===== config.mk =====
export PLATFORM = sky130hd
export DESIGN_NAME = lom_links
export DESIGN_NICKNAME = d
export VERILOG_FILES = /design/src/design/lom_pkg.sv /design/src/design/lom_links.sv
export SDC_FILE = /design/constraint.sdc
export NUM_CORES = 2
export LEC_CHECK = 0
export BUFFER_PORTS_ARGS = -buffer_cell sky130_fd_sc_hd__buf_4
export CAP_MARGIN = 25
export CORE_UTILIZATION = 40
export CTS_CLUSTER_SIZE = 8
export DETAILED_ROUTE_END_ITERATION = 10
export GPL_TIMING_DRIVEN = 0
export PLACE_DENSITY = 0.62
export SYNTH_ARGS = -nofsm -noshare
export SYNTH_HDL_FRONTEND = slang
export SYNTH_MEMORY_MAX_BITS = 65536
export SYNTH_SLANG_ARGS = --single-unit

===== constraint.sdc =====
create_clock -name clk_i -period 2.2 [get_ports clk_i]
set_input_delay 0.11 -clock clk_i [delete_from_list [all_inputs] [get_ports clk_i]]
set_output_delay 0.11 -clock clk_i [all_outputs]
set_load 0.02 [all_outputs]

===== src/design/lom_pkg.sv =====
package lom_pkg;

  localparam int unsigned MAX_ITEMS = 256;
  localparam int unsigned DEPTH     = MAX_ITEMS + 2;
  localparam int unsigned ID_W      = $clog2(DEPTH);
  localparam int unsigned CNT_W     = $clog2(MAX_ITEMS + 1);

  localparam int unsigned OP_W     = 3;
  localparam int unsigned ITEM_W   = 9;
  localparam int unsigned STATUS_W = 2;

  // left sentinel and right sentinel link indexes
  localparam logic [ID_W-1:0] LSENT = '0;
  localparam logic [ID_W-1:0] RSENT = ID_W'(MAX_ITEMS + 1);

  typedef enum logic [OP_W-1:0] {
    OP_APPEND     = 3'd0,
    OP_MOVE_RIGHT = 3'd1,
    OP_MOVE_LEFT  = 3'd2,
    OP_SWAP       = 3'd3,
    OP_REVERSE    = 3'd4,
    OP_READ       = 3'd5
  } op_e;

  typedef enum logic [STATUS_W-1:0] {
    ST_OK       = 2'd0,
    ST_BAD      = 2'd1,
    ST_PAST_END = 2'd2
  } status_e;

  typedef struct packed {
    logic [OP_W-1:0]   op;
    logic [ITEM_W-1:0] item_x;
    logic [ITEM_W-1:0] item_y;
  } in_item_t;

  typedef struct packed {
    logic [ITEM_W-1:0]   read_value;
    logic [STATUS_W-1:0] status;
    logic                last_in_order;
  } out_item_t;

  // one read per link memory per cycle, one link pair written per cycle:
  // right_link[wr_a] = wr_b, left_link[wr_b] = wr_a
  typedef struct packed {
    logic [ID_W-1:0] rd_left_addr;
    logic [ID_W-1:0] rd_right_addr;
    logic            wr_en;
    logic [ID_W-1:0] wr_a;
    logic [ID_W-1:0] wr_b;
  } link_req_t;

  typedef struct packed {
    logic [ID_W-1:0] rd_left_data;
    logic [ID_W-1:0] rd_right_data;
    logic [ID_W-1:0] head;   // right_link of the left sentinel
    logic [ID_W-1:0] tail;   // left_link of the right sentinel
  } link_rsp_t;

  typedef enum logic [3:0] {
    CS_IDLE,
    CS_CHECK,
    CS_RD_Y,
    CS_PLAN,
    CS_WRITE,
    CS_RD_NX,
    CS_RD_END,
    CS_DONE
  } ctrl_state_e;

endpackage


===== src/design/lom_links.sv =====
module lom_links (
  input  logic                clk_i,
  input  logic                rst_ni,
  input  lom_pkg::link_req_t  req_i,
  output lom_pkg::link_rsp_t  rsp_o
);

  logic [lom_pkg::ID_W-1:0] left_mem  [lom_pkg::DEPTH];
  logic [lom_pkg::ID_W-1:0] right_mem [lom_pkg::DEPTH];

  // sentinel links live in flops so that reset links them
  logic [lom_pkg::ID_W-1:0] head_q;
  logic [lom_pkg::ID_W-1:0] tail_q;

  logic [lom_pkg::ID_W-1:0] left_rd_q;
  logic [lom_pkg::ID_W-1:0] right_rd_q;
  logic                     left_sent_q;
  logic                     right_sent_q;

  always_ff @(posedge clk_i) begin
    if (req_i.wr_en) begin
      right_mem[req_i.wr_a] <= req_i.wr_b;
      left_mem[req_i.wr_b]  <= req_i.wr_a;
    end
  end

  always_ff @(posedge clk_i) begin
    left_rd_q    <= left_mem[req_i.rd_left_addr];
    right_rd_q   <= right_mem[req_i.rd_right_addr];
    left_sent_q  <= (req_i.rd_left_addr == lom_pkg::RSENT);
    right_sent_q <= (req_i.rd_right_addr == lom_pkg::LSENT);
  end

  always_ff @(posedge clk_i or negedge rst_ni) begin
    if (!rst_ni) begin
      head_q <= lom_pkg::RSENT;
      tail_q <= lom_pkg::LSENT;
    end else if (req_i.wr_en) begin
      if (req_i.wr_a == lom_pkg::LSENT) begin
        head_q <= req_i.wr_b;
      end
      if (req_i.wr_b == lom_pkg::RSENT) begin
        tail_q <= req_i.wr_a;
      end
    end
  end

  assign rsp_o.rd_left_data  = left_sent_q  ? tail_q : left_rd_q;
  assign rsp_o.rd_right_data = right_sent_q ? head_q : right_rd_q;
  assign rsp_o.head          = head_q;
  assign rsp_o.tail          = tail_q;

endmodule


==> metrics.yaml <==
synth.area.top_cells: "edfxtp_1, mux4_2, mux2i_1"
drc_errors: 0
synth_edf_count: 4644
drt_first_iter_violations: 18000
cp.arrival_ns: 3.79
hold_class: "in -> reg"
skew_ns: 0.0763
drv_slew: 0
seq_power_share_pct: 48.5
cts_buffers: 656
cts_tree: "built"
slowest_stage: "dlygate4sd3_1"
switching_power_mw: 46.8
synthXorXnorAreaFrac_pct: 0
worst_pin_slew_ns: 1.26
drt-pass1-iter-count: 10
p_int_mw: 156
insertion_delay_ns: 1.11
async_flop_share_pct: 0.384
vias: 102000
syn-cell-area_um2: 182000
grt_usage_pct: 28.9
area_delta_synth_final_pct: 20.1
vias_per_cell: 6.51
wire_per_inst_um: 42.8
synthSimpleGateAreaFrac_pct: 2.20
post-route-period-util_pct: 141
grt_pass1_wl_um: 880000
die_x_um: 676
utilization_pct: 48.2
final_cell_mix: "edfxtp_1, mux4_2, clkbuf_16"
critPathCaptureType: "flip-flop"
synth-main-ff-cell: "edfxtp_1"
initial_core_util_pct: 40.2
worstPathRequired_ns: 2.89
syn_nets: 8525
p_per_area_nw_per_um2: 930
htree_levels: 6
rsz0062_at_grt: "yes"
clockBufferDepth: 4
die_h_um: 676
critPathKind: "in -> reg"
synth-seq-area-share_pct: 77.2
synth_warnings: 0
dp_hpwl_um: 416000
post-route-cell-area_um2: 218000
fin_total_pwr_mw: 203
fmaxAchievable_mhz: 323
core_area_um2: 452000
finalHoldViolCount: 9
cp_max_fo: 10
crit_path_max_incr_delay_ns: 1.19
syn-instance-count: 8486
preCtsSetupSlack_ns: -3.12
antenna_found_initial: 47
io_pins: 75
p_clk_share_pct: 44.7
io_buffers: 65
run_status: "finished with violations"
synth_area_leader_cell: "edfxtp_1"
synth_fa_ha_area_share_pct: 0
grt_pass1_vias: 99000
placed_cell_area_um2: 192000
hold_ws_ns: -0.101
leakagePower_nw: 68.7
fp.dieArea_um2: 457000
synth.avg_cell_area_um2: 21.4
clock_sinks: 4682
grt_max_degree: 151
startpoint_type: "primary input"
cts_root_buffer: "clkbuf_16"
yosys.area.top_type_share_pct: 76.7
max-cap-violations: 0
gr-total-overflow: 0
ys_seq_elements: 4682
clkTransAtPathRegs_ns: 0.05
finalWirelength_um: 670000
timing.reg2reg.setup_slack_ns: -0.77
synth_top_family_by_area: "multiplexers"
synth_mux_area_share_pct: 16.6
slew-limit-headroom_pct: 16.3
violations: "negative hold slack, negative setup slack"
combPwrFrac_pct: 6.7
netlist-cell-type-count: 63
irDropWorstVdd_mv: 0.922
ant_nets: 0
synth_compound_area_share_pct: 2.49
setup_viol: 4294
final_nets: 9592
final_common_cell: "edfxtp_1"
drive_above_1_share_pct: 33.9
fin_ws_ns: -0.899
row_count: 247
sw_frac_of_total_pct: 23.1
gp_congestion: 0.989
min_period_ns: 3.10
worstPathCellList: "buf_8 -> dlygate4sd3_1 -> nor2b_1 -> nand2_1 -> clkbuf_8 -> nor2_2"
==> through the flow <==
| step | setup TNS, ns | std cells |
|---|---|---|
| final | -1597.66 | 15700 |
| after global routing | -1310.62 | 15600 |
| after CTS | -1047.20 | 15600 |
| after detailed placement | -7875.18 | 14700 |
| after global placement | - | 14500 |
| after floorplan | -0.0525 | 8486 |
==> critical path: cells and delay by family <==
family	cells	cell delay, ns
buf+inv	3	1.94
simple gates	3	1.70
==> power by group through the flow <==
stage          Sequential [mW]  Clock, mW  Combinational (mW)
2_1_floorplan              100          0                4.85
3_3_place_gp               100          0                11.0
3_5_place_dp               100          0                11.5
4_1_cts                   98.4       90.7                13.0
5_1_grt                   98.3       94.1                13.5
6_report                  98.4       90.8                13.7
==> what timing repair did <==
action,CTS,global route
cloned,6,1
endpoints found under the setup margin,4283,4413
buffers inserted,1,9
pin swaps,49,24
hold buffers,129,14
resized for setup,1169,205
endpoints found under the hold margin,3708,700
==> synthesized netlist by cell type, types with 32 or more instances <==
cell type / n
nor2_1: 600
a221oi_1: 63
nor2b_1: 52
clkbuf_1: 206
nand3_1: 36
buf_6: 40
buf_2: 131
o22ai_1: 53
mux4_2: 1061
nand2_1: 171
a22oi_1: 88
o211ai_1: 32
buf_4: 89
o21ai_0: 131
mux2_2: 124
edfxtp_1: 4644
a211oi_1: 52
a21oi_1: 129
mux2i_1: 488
==> cell type report <==
| type | instances | area, um2 |
|---|---|---|
| fill | 36200 | 234000 |
| sequential | 4682 | 140000 |
| multi-input combinational | 3299 | 42600 |
| clock buffer | 711 | 16700 |
| tap | 5976 | 7480 |
| timing repair buffer | 412 | 6280 |
| buffer | 494 | 3830 |
| clock inverter | 51 | 937 |
| antenna | 24 | 60.1 |
| inverter | 8 | 31.3 |
==> registers in the layout, indices dropped and copies added, names as in the netlist <==
register      cells
right_sent_q      1
right_mem      2322
left_rd_q         9
tail_q            9
right_rd_q        9
head_q            9
left_sent_q       1
left_mem       2322
==> cell families (layout without fill, tap and decap cells) <==
| kind of cell | count (synthesis) | in the layout |
|---|---|---|
| other | 0 | 24 |
| muxes | 1673 | 1673 |
| buffers and inverters | 505 | 1676 |
| DFF | 4682 | 4682 |
| and+or+nand+nor | 953 | 953 |
| AOI/OAI and AO/OA | 673 | 673 |
==> per-layer routing <==
| metal | up-vias | track usage [%] | share of wire, % |
|---|---|---|---|
| li1 | 37500 | - | - |
| met2 | 8489 | 41.5 | 43 |
| met1 | 54200 | 37.1 | 35 |
| met3 | 1801 | 10.9 | 14 |
| met5 | - | 0.726 | 0.079 |
| met4 | 18 | 17.5 | 7.3 |
==> worst paths after layout <==
kind,startpoint,to,depth (start not counted)
worst max register to register,right_mem[51][0]$_DFFE_PP_,right_rd_q[0]$_DFF_P_,7
max in group asynchronous,rst_ni,head_q[3]$_DFFE_PN0P_,4
worst max-delay path,req_i[10],right_mem[46][0]$_DFFE_PP_,6
worst min register to register,head_q[5]$_DFFE_PN0P_,head_q[5]$_DFFE_PN0P_,1
worst min-delay path,req_i[9],right_mem[202][7]$_DFFE_PP_,4
min in group asynchronous,rst_ni,tail_q[1]$_DFFE_PN0P_,4
Power figures use the tool's default switching activity.
